$ cat config.mk
export PLATFORM = sky130hd
export DESIGN_NAME = salru_match
export DESIGN_NICKNAME = d
export VERILOG_FILES = /design/src/hdl/salru_pkg.sv /design/src/hdl/salru_match.sv
export SDC_FILE = /design/constraint.sdc
export NUM_CORES = 1
export LEC_CHECK = 0
export BUFFER_PORTS_ARGS = -buffer_cell sky130_fd_sc_hd__clkbuf_2
export CAP_MARGIN = 10
export CORE_AREA = 5 5 139 141
export DETAILED_ROUTE_END_ITERATION = 16
export DIE_AREA = 0 0 144 146
export PLACE_DENSITY = 0.53
export REMOVE_ABC_BUFFERS = 1
export SLEW_MARGIN = 20
export SYNTH_ARGS = -nofsm -noshare
export SYNTH_HDL_FRONTEND = slang
export SYNTH_SLANG_ARGS = --single-unit
$ cat constraint.sdc
create_clock -name vclk -period 6.8
set_input_delay 1.02 -clock vclk [all_inputs]
set_output_delay 1.02 -clock vclk [all_outputs]
set_load 0.02 [all_outputs]
$ cat src/hdl/salru_pkg.sv
`timescale 1ns / 1ps
// Shared types and default sizes for the set-associative LRU tag store.
package salru_pkg;

    localparam int SETS_DEF      = 64;
    localparam int WAYS_DEF      = 8;
    localparam int ADDR_BITS_DEF = 42;

    typedef enum logic [1:0] {
        OP_LOOKUP = 2'd0,
        OP_TOUCH  = 2'd1,
        OP_FILL   = 2'd2,
        OP_INVAL  = 2'd3
    } salru_op_t;

    typedef enum logic [1:0] {
        ST_CLEAR,
        ST_IDLE,
        ST_LOOKUP,
        ST_UPDATE
    } salru_state_t;

    // Set-level summary produced by the tag compare stage.
    typedef struct packed {
        logic hit;
        logic free_found;
    } salru_match_t;

endpackage

$ cat src/hdl/salru_match.sv
`timescale 1ns / 1ps
// Tag compare across the ways of one set: hit way, lowest free way, LRU way.
module salru_match #(
    parameter int WAYS  = 8,
    parameter int TAG_W = 36,
    parameter int AGE_W = 3,
    parameter int WAY_W = 3
) (
    input  logic [WAYS*(1+AGE_W+TAG_W)-1:0] row,
    input  logic [TAG_W-1:0]                tag,
    output salru_pkg::salru_match_t         flags,
    output logic [WAY_W-1:0]                hit_way,
    output logic [WAY_W-1:0]                free_way,
    output logic [WAY_W-1:0]                victim_way
);

    import salru_pkg::*;

    localparam int ENT_W = 1 + AGE_W + TAG_W;
    localparam logic [AGE_W-1:0] AGE_MAX = AGE_W'(WAYS - 1);

    // Walk from the top way down so the lowest qualifying way wins.
    always_comb
    begin
        logic [ENT_W-1:0] ent;
        flags      = '0;
        hit_way    = '0;
        free_way   = '0;
        victim_way = '0;
        for (int i = WAYS - 1; i >= 0; i--)
        begin
            ent = row[i*ENT_W +: ENT_W];
            if (ent[ENT_W-1] && ent[TAG_W-1:0] == tag)
            begin
                flags.hit = 1'b1;
                hit_way   = WAY_W'(i);
            end
            if (!ent[ENT_W-1])
            begin
                flags.free_found = 1'b1;
                free_way         = WAY_W'(i);
            end
            // full set: ages form a permutation, the oldest holds WAYS-1
            if (ent[TAG_W +: AGE_W] == AGE_MAX)
            begin
                victim_way = WAY_W'(i);
            end
        end
    end

endmodule

==> impl_metrics.json <==
{
  "synth_area_leader_cell": "xnor2_1",
  "fin_crit_sh_pct": 71.5,
  "fp.dieH_um": 146,
  "synth_cell_types": 30,
  "peakVddDrop_uv": 37.9,
  "drt-pass1-iter-count": 4,
  "drt_iter0_drc": 206,
  "critical_path_class": "primary input to output pin",
  "tns_ns": 0,
  "hpwl_mm": 21.3,
  "holdCritPathClass": "primary input to output pin",
  "max_slew_margin_pct": 43.4,
  "ctsHoldBuffers": 0,
  "post-route-util_pct": 31.0,
  "ys_seq_area_share_pct": 0,
  "hp-start": "row[119]",
  "ant_nets": 0,
  "crit_start": "tag[14]",
  "grt_pass1_wl_mm": 33.1,
  "cp_max_fo": 8,
  "final_common_cell": "clkbuf_2",
  "finalPower_mw": 0.365,
  "drv_cap": 0,
  "worst_slew_pin_slew_ns": 0.842,
  "n_antenna_cell": 0,
  "hold_viol_final": 0,
  "fmax_ghz": 0.206,
  "antenna_found_initial": 0,
  "ys.warnings.count": 0,
  "finalSetupViolCount": 0,
  "place.gp.congestion": 0.802,
  "p_per_area_mw_per_mm2": 66.0,
  "netlist_instances": 469,
  "postCtsSetupRepairBufs": 0,
  "start_kind": "primary input",
  "num_rows": 49,
  "cts-resized-gates": 0,
  "io_pins": 367,
  "core_area_mm2": 0.0178,
  "vias_per_cell": 4.53,
  "cp-end-kind": "output pin",
  "die_w_um": 144,
  "portBuffers": 367,
  "cp.arrival_ns": 3.84,
  "area_growth_pct": 51.1,
  "clock_buffers": 0,
  "synth_area_leaders": "xnor2_1, xor2_1, nand4_1, nor4_1, buf_2",
  "seq_cells": 0,
  "totalWireLength_mm": 24.0,
  "final_nets": 1158,
  "worstPathRequired_ns": 5.78,
  "regArea_um2": 0,
  "gr-total-overflow": 0,
  "vias": 4659,
  "grt_max_degree": 9,
  "drc_errors": 0,
  "fp.dieArea_mm2": 0.0210,
  "rsz0062_at_grt": "false",
  "final_cell_mix": "clkbuf_2, xnor2_1, xor2_1",
  "drive_above_1_share_pct": 46.4,
  "avgRoutedWirePerCell_um": 23.4,
  "outcome": "complete, no violations",
  "syn_avg_cell_area_um2": 7.82,
  "start_util_pct": 20.5,
  "grt.total_usage_pct": 21.7,
  "finalCriticalPeriod_ns": 4.86,
  "synth_top_area_share_pct": 49.7,
  "p_leak_nw": 2.51,
  "syn_area_mm2": 0.00367,
  "final_max_slew_viol_count": 0,
  "grt_pass1_vias": 5101
}
cells by family (layout without fill, tap and decap cells):
group                     Yosys count  after routing  share of synthesized area [%]
AOI/OAI and AO/OA                  13             13                           2.39
xor gates and xnor gates          288            288                           69.0
buffers and inverters              38            369                           7.07
and+or+nand+nor                   130            130                           21.5
routing by layer:
| layer | track usage (%) | part of all wire [%] | vias up |
|---|---|---|---|
| li1 | - | - | 2262 |
| met1 | 27.5 | 40 | 2115 |
| met2 | 38.7 | 50 | 259 |
| met3 | 4.11 | 8.5 | 23 |
| met4 | 2.87 | 1.6 | 0 |
| met5 | 0 | 0 | - |
Yosys cell counts (all sizes together):
| library cell | number |
|---|---|
| nor4 | 29 |
| xnor2 | 209 |
| a311oi | 1 |
| o22ai | 1 |
| a21boi | 3 |
| nand2 | 13 |
| a31oi | 2 |
| nand2b | 1 |
| nor3 | 1 |
| nand3 | 12 |
| nor2b | 1 |
| o21ai | 3 |
| a41oi | 2 |
| or4 | 5 |
| inv | 2 |
| nand3b | 1 |
| nand4 | 59 |
| xor2 | 79 |
| nor2 | 2 |
| and3 | 4 |
| a21oi | 1 |
| buf | 36 |
| or3 | 1 |
| or2 | 1 |
worst max-delay path, cell delays in order:
cell	delay (ns)
clkbuf_2	0.22
xnor2_1	0.48
nand4_1	0.23
nor4_1	0.62
nand4_1	0.19
or4_1	0.63
nand4_1	0.13
or2_1	0.14
clkbuf_2	0.18
layout make-up:
class,instances,area [um^2]
Multi-Input combinational cell,431,3410
Fill cell,2009,12300
Timing Repair Buffer,367,1840
Inverter,2,7.51
Tap cell,229,287
report_power, final:
part           switching, mW  total, mW  internal [mW]
clock network              0          0              0
logic                  0.182      0.365          0.184
registers                  0          0              0
final timing paths:
path | to | cells after the start
worst max-delay path | flags[1] | 9
worst min-delay path | free_way[1] | 3
through the flow:
step / setup slack [ns] / std cells / instance area, um^2 / hold slack (ns)
6_report: 1.94 / 1029 / 5540 / 2.41
3_3_place_gp: 1.84 / 1029 / 5540 / 2.41
4_1_cts: 1.87 / 1029 / 5540 / 2.40
3_5_place_dp: 1.88 / 1029 / 5540 / 2.40
2_1_floorplan: 3.13 / 433 / 3410 / 2.16
5_1_grt: 1.76 / 1029 / 5540 / 2.43
(Power assumes the default switching activity.)
