--- src/hdl/salru_pkg.sv ---
`timescale 1ns / 1ps
// Shared types and default sizes for the set-associative LRU tag store.
package salru_pkg;

    localparam int SETS_DEF      = 64;
    localparam int WAYS_DEF      = 8;
    localparam int ADDR_BITS_DEF = 42;

    typedef enum logic [1:0] {
        OP_LOOKUP = 2'd0,
        OP_TOUCH  = 2'd1,
        OP_FILL   = 2'd2,
        OP_INVAL  = 2'd3
    } salru_op_t;

    typedef enum logic [1:0] {
        ST_CLEAR,
        ST_IDLE,
        ST_LOOKUP,
        ST_UPDATE
    } salru_state_t;

    // Set-level summary produced by the tag compare stage.
    typedef struct packed {
        logic hit;
        logic free_found;
    } salru_match_t;

endpackage

--- src/hdl/salru_row_update.sv ---
`timescale 1ns / 1ps
// Next contents of a set row: valid, recency ages and tags per operation.
module salru_row_update #(
    parameter int WAYS  = 8,
    parameter int TAG_W = 36,
    parameter int AGE_W = 3,
    parameter int WAY_W = 3
) (
    input  logic [WAYS*(1+AGE_W+TAG_W)-1:0] row,
    input  logic [TAG_W-1:0]                tag,
    input  salru_pkg::salru_op_t            op,
    input  salru_pkg::salru_match_t         flags,
    input  logic [WAY_W-1:0]                hit_way,
    input  logic [WAY_W-1:0]                free_way,
    input  logic [WAY_W-1:0]                victim_way,
    output logic [WAYS*(1+AGE_W+TAG_W)-1:0] new_row,
    output logic [TAG_W-1:0]                victim_tag
);

    import salru_pkg::*;

    localparam int ENT_W = 1 + AGE_W + TAG_W;

    logic [WAY_W-1:0] pway;
    logic [AGE_W-1:0] page;

    // Way being promoted (hit way, or the LRU way on eviction) and its age.
    always_comb
    begin
        pway       = flags.hit ? hit_way : victim_way;
        page       = '0;
        victim_tag = '0;
        for (int i = 0; i < WAYS; i++)
        begin
            if (WAY_W'(i) == pway)
            begin
                page = row[i*ENT_W + TAG_W +: AGE_W];
            end
            if (WAY_W'(i) == victim_way)
            begin
                victim_tag = row[i*ENT_W +: TAG_W];
            end
        end
    end

    always_comb
    begin
        logic [ENT_W-1:0] ent;
        logic             v;
        logic [AGE_W-1:0] a;
        logic [TAG_W-1:0] t;
        logic             nv;
        logic [AGE_W-1:0] na;
        logic [TAG_W-1:0] nt;
        new_row = row;
        for (int i = 0; i < WAYS; i++)
        begin
            ent = row[i*ENT_W +: ENT_W];
            v   = ent[ENT_W-1];
            a   = ent[TAG_W +: AGE_W];
            t   = ent[TAG_W-1:0];
            nv  = v;
            na  = a;
            nt  = t;
            case (op)
                OP_TOUCH:
                begin
                    if (flags.hit)
                    begin
                        if (WAY_W'(i) == pway)
                            na = '0;
                        else if (v && a < page)
                            na = a + AGE_W'(1);
                    end
                end
                OP_INVAL:
                begin
                    if (flags.hit)
                    begin
                        if (WAY_W'(i) == hit_way)
                        begin
                            nv = 1'b0;
                            na = '0;
                        end
                        else if (v && a > page)
                        begin
                            na = a - AGE_W'(1);
                        end
                    end
                end
                OP_FILL:
                begin
                    if (!flags.hit && flags.free_found)
                    begin
                        if (WAY_W'(i) == free_way)
                        begin
                            nv = 1'b1;
                            nt = tag;
                            na = '0;
                        end
                        else if (v)
                        begin
                            na = a + AGE_W'(1);
                        end
                    end
                    else
                    begin
                        // refresh on hit, or evict-and-replace the LRU way
                        if (WAY_W'(i) == pway)
                        begin
                            na = '0;
                            if (!flags.hit)
                                nt = tag;
                        end
                        else if (v && a < page)
                        begin
                            na = a + AGE_W'(1);
                        end
                    end
                end
                default:
                begin
                end
            endcase
            new_row[i*ENT_W +: ENT_W] = {nv, na, nt};
        end
    end

endmodule

--- config.mk ---
export PLATFORM = sky130hd
export DESIGN_NAME = salru_row_update
export DESIGN_NICKNAME = d
export VERILOG_FILES = /design/src/hdl/salru_pkg.sv /design/src/hdl/salru_row_update.sv
export SDC_FILE = /design/constraint.sdc
export NUM_CORES = 1
export LEC_CHECK = 0
export BUFFER_PORTS_ARGS = -buffer_cell sky130_fd_sc_hd__buf_4
export CAP_MARGIN = 0
export CORE_AREA = 5 5 275 277
export DETAILED_ROUTE_END_ITERATION = 6
export DIE_AREA = 0 0 280 282
export SLEW_MARGIN = 20
export SYNTH_ARGS = -nofsm -noshare
export SYNTH_HDL_FRONTEND = slang
export SYNTH_SLANG_ARGS = --single-unit
export TNS_END_PERCENT = 10
--- constraint.sdc ---
create_clock -name vclk -period 3.2
set_input_delay 0 -clock vclk [all_inputs]
set_output_delay 0 -clock vclk [all_outputs]
set_load 0.05 [all_outputs]
==> results of run 1 <==
-- metrics by stage --
stage	total power [mW]	cell area, sq um	TNS [ns]	util [%]
2_1_floorplan	2.31	9750	-3.99	-
3_3_place_gp	4.15	17200	-1.12	23.7
3_5_place_dp	4.15	17200	-1.14	23.7
4_1_cts	4.18	17300	-0.192	23.8
5_1_grt	4.47	17500	-0.346	24.2
6_report	4.30	17600	-0.00300	24.2
-- report_power, final --
part	internal, mW	switching (mW)
Sequential	0	0
Combinational	1.53	2.77
Clock	0.00000115	0
Total	1.53	2.77
-- cell families (layout without fill, tap and decap cells) --
family,Yosys count,in the layout
buffers and inverters,138,903
AND/OR/NAND/NOR,359,359
other,0,27
adder cells (fa/ha/maj),32,32
XOR/XNOR,16,16
AO/OA/AOI/OAI,408,408
multiplexers,376,376
-- layer usage --
| metal | up-vias | share of wire, % | global-route usage, % |
|---|---|---|---|
| li1 | 6665 | - | - |
| met1 | 7602 | 38 | 30.2 |
| met2 | 1111 | 47 | 42.1 |
| met3 | 204 | 12 | 9.46 |
| met4 | 14 | 3.8 | 7.80 |
| met5 | - | 0.075 | 0 |
-- synth_stat cells, drive strengths merged, types with 19 or more instances --
cell type / instances
inv: 35
o21ai: 107
clkbuf: 82
buf: 19
mux2: 310
a221oi: 23
a21oi: 85
ha: 32
nand2: 138
nor3: 30
a22oi: 24
mux2i: 65
nor2: 118
o221ai: 21
-- how the worst min path moves through the flow --
stage	start	endpoint	slack (ns)	depth (start not counted)
after global placement	row[303]	victim_tag[23]	0.37	4
after global routing	row[303]	victim_tag[23]	0.40	4
after detailed placement	row[303]	victim_tag[23]	0.37	4
after floorplan	row[316]	new_row[316]	0.21	2
final	row[303]	victim_tag[23]	0.37	4
after CTS	row[303]	victim_tag[23]	0.37	4
-- layout make-up --
class                      instances  area [sq um]
fill                            8215         55000
multi-input combinational       1191          9480
timing repair buffer             866          6670
tap                              959          1200
inverter                          37           139
antenna                           27          67.6
-- repair_timing --
action,CTS,global route
buffers inserted,0,7
pin swaps,2,17
endpoints found under the setup margin,17,22
hold buffers,0,0
gates resized for setup,9,30
gates cloned,0,0
==> results.txt, run 1 <==
status - finished, violations left
failing checks - setup timing
yosys warns - 0
DP Worst Slack - -0.192 ns
die width - 280 um
Worst path depth - 17
LEAKAGE - 7.87 nW
max cap viols - 0
initial antenna violation count - 65
Crit path buffers/inverters - 5
num rows - 99
Initial DRT Pass Iterations - 5
Die H - 282 um
Syn Nets - 1,730
core area - 72,600 sq um
# clk buffers - 0
largest net degree at the start of global routing - 46
HPWL Detailed - 91.5 mm
vias in the first global route - 14.7k
Setup WS post-layout - -0.00300 ns
Worst Setup Path Type - input pin to output pin
Tmin final - 3.20 ns
top cell type's share of synthesized area - 35.7%
Tot GR Track Use - 25.2%
critical path's most frequent cell - buf_4
slowest stage delay, CP - 0.40 ns
drt via density - 5.06
synth top area cells - mux2_2 36%, mux2i_1 6.4%, nand2_1 5.3%
nets - 2,497
Relative slew margins - 37.6%
post-synthesis cell type count - 84
dpl cells - 3,046
hold_ws - 0.371 ns
layout cell share with drive strength beyond 1 - 59.6%
Die Area - 79,000 sq um
Synth Instances - 1,329
GPL Wtd Cong - 1.01
fmax - 312 MHz
Crit. End Element - output pin
CP arrival - 3.20 ns
Worst Setup SP - flags[1]
crit path capture - new_row[197]
delay-heaviest family, CP - compound AO/OA/AOI/OAI gates
vias - 15.6k
Power Dens Cells - 245 nW/um^2
cell taking the most area after synthesis - mux2_2
Final ANT Viol Nets - 0
Syn Std Cell Area - 9720 sq um
Sequential Area - 0 sq um
worst path required time - 3.20 ns
Starting Density - 13.4%
initial drt markers - 1,717
Final Slew Violations - 0
CP max FO - 6
IO Count - 725
Final setup viols - 1
area delta synth->final - 80.5%
I/O Buffers - 725
drt drc - 0
Synth Area in Adders - 4.12%
Mean Syn Cell Area - 7.32 sq um
endpoints failing hold - 0
overall routed net length - 108 mm
Min-Delay Path Class - input pin to output pin
Peak VDD IR - 118 uV
Worst-Margin Slew - 0.935 ns
Period Utilization, post-route - 100%
commonest non-fill, non-tap cell in the layout - buf_4
largest family of logic cells by synthesized area - multiplexers
register area share after synthesis - 0%
first-pass GRT wire length - 139 mm
Simple-Gate Fraction of Synth Area - 16.6%
critical path's slowest cell - a2111oi_4
crit-path cells - buf_6 > buf_4 > nand3_1 > and2_4 > o22ai_1 > a211oi_1 > a31oi_1 > buf_4 > ha_1 > a2111oi_4 > or2_1 > buf_4 > o2111a_1 > nand2b_1 > a32oi_1 > a2bb2oi_2 > buf_6
post-synthesis mux area share - 43.0%
FFs & Latches - 0
crit start category - input pin
WL/cell - 35.1 um
Layout Cells excl Fill - 3,080
RSZ-0062 raised after global routing - yes
most frequent cells in the layout - 847 x buf_4, 308 x mux2_2, 132 x nand2_1
total gr overflow - 0
Compound-Gate Fraction of Synth Area - 29.3%
XOR/XNOR Fraction of Synth Area - 1.44%
Power figures use the tool's default switching activity.
==> run 2, diff against run 1 <==
--- a/config.mk
+++ b/config.mk
@@ -5,11 +5,12 @@
 export SDC_FILE = /design/constraint.sdc
 export NUM_CORES = 1
 export LEC_CHECK = 0
+export ABC_AREA = 1
 export BUFFER_PORTS_ARGS = -buffer_cell sky130_fd_sc_hd__buf_4
 export CAP_MARGIN = 0
-export CORE_AREA = 5 5 275 277
+export CORE_AREA = 5 5 277 279
 export DETAILED_ROUTE_END_ITERATION = 6
-export DIE_AREA = 0 0 280 282
+export DIE_AREA = 0 0 282 284
 export SLEW_MARGIN = 20
 export SYNTH_ARGS = -nofsm -noshare
 export SYNTH_HDL_FRONTEND = slang
==> run 2 against run 1 <==
- the run ends with DRC left
- worst hold slack gained 0.034 ns
- wire length grew 10%
- area after synthesis shrank 4.8%
- combinational power grew 2%
- worst setup slack gained 0.20 ns
- cell area shrank 5.4%
- power grew 1.9%
- first-iteration DRC count grew 16%
- sequential cell count is the same
- highest routed layer unchanged
==> results.txt, run 2 <==
slowest stage delay, CP - 0.27 ns (was 0.40 ns)
Layout Utilization - 22.4% (was 24.2%)
total gr overflow - 0 (unchanged)
endpoints failing hold - 0 (unchanged)
Relative slew margins - 23.5% (was 37.6%)
critical path's most frequent cell - nand2_1 (was buf_4)
top cell type's share of synthesized area - 20.8% (was 35.7%)
dpl cells - 3,476 (was 3,046)
Peak VDD IR - 124 uV (was 118 uV)
vias - 18.0k (was 15.6k)
CP max FO - 8 (was 6)
Tot GR Track Use - 27.4% (was 25.2%)
failing checks - DRC (was setup timing)
vias in the first global route - 16.9k (was 14.7k)
Mean Syn Cell Area - 5.07 sq um (was 7.32 sq um)
Power Dens Cells - 264 nW/um^2 (was 245 nW/um^2)
drt via density - 5.11 (was 5.06)
overall routed net length - 119 mm (was 108 mm)
core area - 73,900 sq um (was 72,600 sq um)
FFs & Latches - 0 (unchanged)
Tmin final - 3.01 ns (was 3.20 ns)
layout cell share with drive strength beyond 1 - 36.1% (was 59.6%)
nets - 2,917 (was 2,497)
Sequential Area - 0 sq um (unchanged)
Die Area - 80,100 sq um (was 79,000 sq um)
register area share after synthesis - 0% (unchanged)
hold_ws - 0.405 ns (was 0.371 ns)
Final setup viols - 0 (was 1)
num rows - 100 (was 99)
crit start category - input pin (unchanged)
Commonest cells post-synth - 384 x a21oi_1, 361 x nand2_1, 241 x inv_1 (was 308 x mux2_2, 138 x nand2_1, 117 x nor2_1)
initial antenna violation count - 59 (was 65)
Initial DRT Pass Iterations - 7 (was 5)
Final ANT Viol Nets - 0 (unchanged)
critical path's slowest cell - ha_1 (was a2111oi_4)
Multi-input gate area - 7940 sq um (was 9480 sq um)
Synth Instances - 1,825 (was 1,329)
Worst Setup Path Type - input pin to output pin (unchanged)
yosys warns - 0 (unchanged)
Syn Std Cell Area - 9250 sq um (was 9720 sq um)
status - finished, violations left (unchanged)
I/O Buffers - 725 (unchanged)
top-count cell post-synth - a21oi_1 (was mux2_2)
post-synthesis cell type count - 46 (was 84)
GPL Wtd Cong - 1.01 (about the same)
max cap viols - 0 (unchanged)
IO Count - 725 (unchanged)
area delta synth->final - 79.4% (was 80.5%)
synth top area cells - a21oi_1 21%, nand2_1 15%, a22oi_1 12% (was mux2_2 36%, mux2i_1 6.4%, nand2_1 5.3%)
hold_buf cts - 0 (unchanged)
CP arrival - 3.01 ns (was 3.20 ns)
Syn Nets - 2,226 (was 1,730)
Layout Cells excl Fill - 3,527 (was 3,080)
WL/cell - 33.7 um (was 35.1 um)
Crit. End Element - output pin (unchanged)
Die H - 284 um (was 282 um)
Hold EP - victim_tag[24] (was victim_tag[23])
die width - 282 um (was 280 um)
RSZ-0062 raised after global routing - yes (unchanged)
LEAKAGE - 8.48 nW (was 7.87 nW)
commonest non-fill, non-tap cell in the layout - buf_4 (unchanged)
drt drc - 1 (was 0)
Filler Cell Count - 8,731 (was 8,215)
most frequent cells in the layout - 809 x buf_4, 383 x a21oi_1, 349 x nand2_1 (was 847 x buf_4, 308 x mux2_2, 132 x nand2_1)
Starting Density - 12.5% (was 13.4%)
Worst-Margin Slew - 1.14 ns (was 0.935 ns)
Final Slew Violations - 0 (unchanged)
largest net degree at the start of global routing - 104 (was 46)
Min-Delay Path Class - input pin to output pin (unchanged)
HPWL Detailed - 100 mm (was 91.5 mm)
initial drt markers - 1,990 (was 1,717)
worst hold stages - 4 (unchanged)
cell taking the most area after synthesis - a21oi_1 (was mux2_2)
first-pass GRT wire length - 153 mm (was 139 mm)
worst path required time - 3.20 ns (about the same)
hold path startpoint - row[224] (was row[303])
Period Utilization, post-route - 94.0% (was 100%)
# clk buffers - 0 (unchanged)
fmax - 332 MHz (was 312 MHz)
[run 2: cell count changes after synthesis, moves of 14 or more]
| cell | delta |
|---|---|
| a21oi_1 | +300 |
| a22oi_1 | +118 |
| clkbuf_1 | +34 |
| inv_1 | +206 |
| inv_2 | +14 |
| mux2_2 | -308 |
| mux2i_1 | -62 |
| nand2_1 | +223 |
| nand3_1 | +77 |
| nand4_1 | +78 |
| o2111ai_1 | +14 |
| o21ai_0 | -49 |
| o22ai_1 | +18 |
[run 2: logic make-up (layout without fill, tap and decap cells)]
| kind of cell | count (synthesis) | count (layout) | synth area share (%) |
|---|---|---|---|
| buffers and inverters | 396 | 1085 | 16.5 |
| adders and majority gates | 32 | 32 | 4.33 |
| xor gates and xnor gates | 18 | 18 | 1.70 |
| AOI/OAI and AO/OA | 685 | 685 | 44.3 |
| and+or+nand+nor | 694 | 694 | 33.2 |
| other | 0 | 44 | 0 |
[run 2: layout make-up]
cell class,instances,area share (%)
multi-input combinational,1429,47.8
inverter,258,5.85
antenna,44,0.663
timing repair buffer,827,38.3
tap,969,7.30
[run 2: worst max-delay path by stage]
stage,to,slack [ns],startpoint
final,new_row[198],0.19,flags[1]
after global placement,new_row[198],0.20,flags[1]
after floorplan,new_row[76],0.28,hit_way[2]
after CTS,new_row[198],0.11,flags[1]
after global routing,new_row[198],-0.05,flags[1]
after detailed placement,new_row[198],0.13,flags[1]
[run 2: timing repair]
| item | 4_1_cts | 5_1_grt |
|---|---|---|
| endpoints found under the setup margin | 0 | 24 |
| endpoints found under the hold margin | 0 | 0 |
| setup buffers | 0 | 7 |
| resized for setup | 0 | 32 |
[run 2: worst max-delay path: cells and delay by family]
kind,cells,cell delay (ns)
simple gates,13,1.12
buf+inv,6,0.87
fa+ha+maj,1,0.27
compound gates,6,0.76
[run 2: power breakdown]
part / switching (mW) / total [mW] / internal (mW)
combinational: 3.08 / 4.38 / 1.30
sequential: 0 / 0 / 0
clock: 0 / 0.00000187 / 0.00000187
total: 3.08 / 4.38 / 1.30
[run 2: metal layers]
metal / GRT usage, % / up-vias / share of wire, %
met5: 0 / - / 0.061
met4: 14.4 / 12 / 6.2
met3: 10.8 / 245 / 12
met2: 44.7 / 1288 / 46
met1: 30.9 / 8634 / 36
li1: - / 7840 / -
[run 2: metrics by stage]
stage | power [mW] | TNS (ns) | setup WS, ns | area (sq um)
6_report | 4.38 | 0 | 0.192 | 16600
5_1_grt | 4.58 | -0.160 | -0.0458 | 16600
4_1_cts | 4.28 | 0 | 0.113 | 16300
3_5_place_dp | 4.27 | 0 | 0.129 | 16300
3_3_place_gp | 4.28 | 0 | 0.196 | 16300
2_1_floorplan | 2.40 | 0 | 0.284 | 9250
==> run 3, diff against run 2 <==
--- a/config.mk
+++ b/config.mk
@@ -6,7 +6,7 @@
 export NUM_CORES = 1
 export LEC_CHECK = 0
 export ABC_AREA = 1
-export BUFFER_PORTS_ARGS = -buffer_cell sky130_fd_sc_hd__buf_4
+export BUFFER_PORTS_ARGS = -buffer_cell sky130_fd_sc_hd__buf_2
 export CAP_MARGIN = 0
 export CORE_AREA = 5 5 277 279
 export DETAILED_ROUTE_END_ITERATION = 6
==> run 3 against run 2 <==
- the run now ends clean
- via count rose by 1.1%
- sequential share of layout area unchanged
- wire length down 0.21%
- power increased by 4.2%
- non-clock buffer count rose by 8
- die area stayed put
- worst setup slack got worse by 0.13 ns
- cell area rose by 4.4%
- critical path type unchanged
- critical endpoint is now new_row[257]
- largest power group unchanged
- highest routed layer unchanged
==> results.txt, run 3 (synthesized netlist as in run 2, its figures left out) <==
Worst Setup Path Type - input pin to output pin (unchanged)
Power Dens Cells - 263 nW/um^2 (was 264 nW/um^2)
largest net degree at the start of global routing - 166 (was 104)
dpl cells - 3,483 (was 3,476)
Worst-Margin Slew - 1.21 ns (was 1.14 ns)
FFs & Latches - 0 (unchanged)
Final setup viols - 0 (unchanged)
Sequential Area - 0 sq um (unchanged)
num rows - 100 (unchanged)
# clk buffers - 0 (unchanged)
design area - 17,300 sq um (was 16,600 sq um)
CP arrival - 3.14 ns (was 3.01 ns)
CP max FO - 15 (was 8)
WL/cell - 33.5 um (was 33.7 um)
Final ANT Viol Nets - 0 (unchanged)
Layout Cells excl Fill - 3,544 (was 3,527)
initial drt markers - 2,077 (was 1,990)
I/O Buffers - 725 (unchanged)
initial antenna violation count - 95 (was 59)
Die H - 284 um (unchanged)
Setup WS post-layout - 0.0601 ns (was 0.192 ns)
vias in the first global route - 17.2k (was 16.9k)
total gr overflow - 0 (unchanged)
Peak VDD IR - 106 uV (was 124 uV)
LEAKAGE - 8.78 nW (was 8.48 nW)
DP Area - 17,000 sq um (was 16,300 sq um)
core area - 73,900 sq um (unchanged)
Final Slew Violations - 0 (unchanged)
Tmin final - 3.14 ns (was 3.01 ns)
hold_buf cts - 0 (unchanged)
Period Utilization, post-route - 98.1% (was 94.0%)
commonest non-fill, non-tap cell in the layout - buf_2 (was buf_4)
DP Worst Slack - 0.00886 ns (was 0.129 ns)
worst hold stages - 4 (unchanged)
crit start category - input pin (unchanged)
nets - 2,925 (was 2,917)
worst path required time - 3.20 ns (about the same)
Tot GR Track Use - 27.5% (was 27.4%)
first-pass GRT wire length - 153 mm (about the same)
overall power - 4.56 mW (was 4.38 mW)
endpoints failing hold - 0 (unchanged)
Initial DRT Pass Iterations - 6 (was 7)
GPL Wtd Cong - 1.01 (about the same)
area delta synth->final - 87.3% (was 79.4%)
die width - 282 um (unchanged)
Crit. End Element - output pin (unchanged)
vias - 18.2k (was 18.0k)
HPWL Detailed - 101 mm (was 100 mm)
Die Area - 80,100 sq um (unchanged)
drt drc - 0 (was 1)
IO Count - 725 (unchanged)
status - complete, no violations (was finished, violations left)
fmax - 318 MHz (was 332 MHz)
Relative slew margins - 19.1% (was 23.5%)
drt via density - 5.14 (was 5.11)
overall routed net length - 119 mm (about the same)
Min-Delay Path Class - input pin to output pin (unchanged)
Starting Density - 12.5% (unchanged)
max cap viols - 0 (unchanged)
Hold EP - new_row[34] (was victim_tag[24])
most frequent cells in the layout - 555 x buf_2, 382 x a21oi_1, 351 x nand2_1 (was 809 x buf_4, 383 x a21oi_1, 349 x nand2_1)
hold path startpoint - row[34] (was row[224])
layout cell share with drive strength beyond 1 - 36.5% (was 36.1%)
==> run 3: metrics by stage <==
step	hold WS (ns)	utilization, %	TNS, ns
finish	0.416	23.4	0
global placement	0.407	23.0	-0.0304
floorplan	0.299	-	0
global route	0.436	23.4	-0.0185
detailed placement	0.413	23.0	0
CTS	0.416	23.0	0
==> run 3: how the worst max path moves through the flow <==
stage | start | endpoint | slack [ns] | cells past startpoint
global route | flags[1] | new_row[198] | -0.02 | 26
detailed placement | flags[1] | new_row[77] | 0.009 | 25
CTS | flags[1] | new_row[77] | 0.003 | 25
global placement | flags[1] | new_row[77] | -0.03 | 26
finish | flags[1] | new_row[257] | 0.06 | 10
floorplan | hit_way[2] | new_row[76] | 0.28 | 22
==> run 3: worst max-delay path, cell delays in order <==
cell and delay, ns:
buf_4 0.14, inv_4 0.05, buf_4 0.13, buf_4 0.19
nand2_1 0.15, inv_2 0.20, o31ai_4 0.76, nand2_1 0.70
a22oi_1 0.59, buf_12 0.20
==> run 3: final cells by class <==
type | count | area (sq um)
fillers | 8485 | 56600
multi-input cells | 1429 | 7970
inverters | 258 | 973
well taps | 969 | 1210
diodes | 53 | 133
repair buffers | 835 | 7040
==> run 3: metal layers <==
metal,vias to the layer above,GRT usage [%],share of wire [%]
li1,7856,-,-
met3,297,10.1,12
met5,-,0,0.13
met2,1320,44.6,45
met1,8723,31.2,36
met4,22,15.1,6.8
==> run 3: power by group <==
group	total, mW	internal [mW]	switching (mW)
sequential	0	0	0
clock	0.00000212	0.00000212	0
combinational	4.56	1.42	3.14
total	4.56	1.42	3.14
==> run 3: timing repair <==
| action | CTS | global route |
|---|---|---|
| gates cloned | 0 | 0 |
| gates resized for setup | 2 | 43 |
| endpoints found under the setup margin | 1 | 24 |
| buffers inserted | 0 | 8 |
| pin swaps | 1 | 16 |
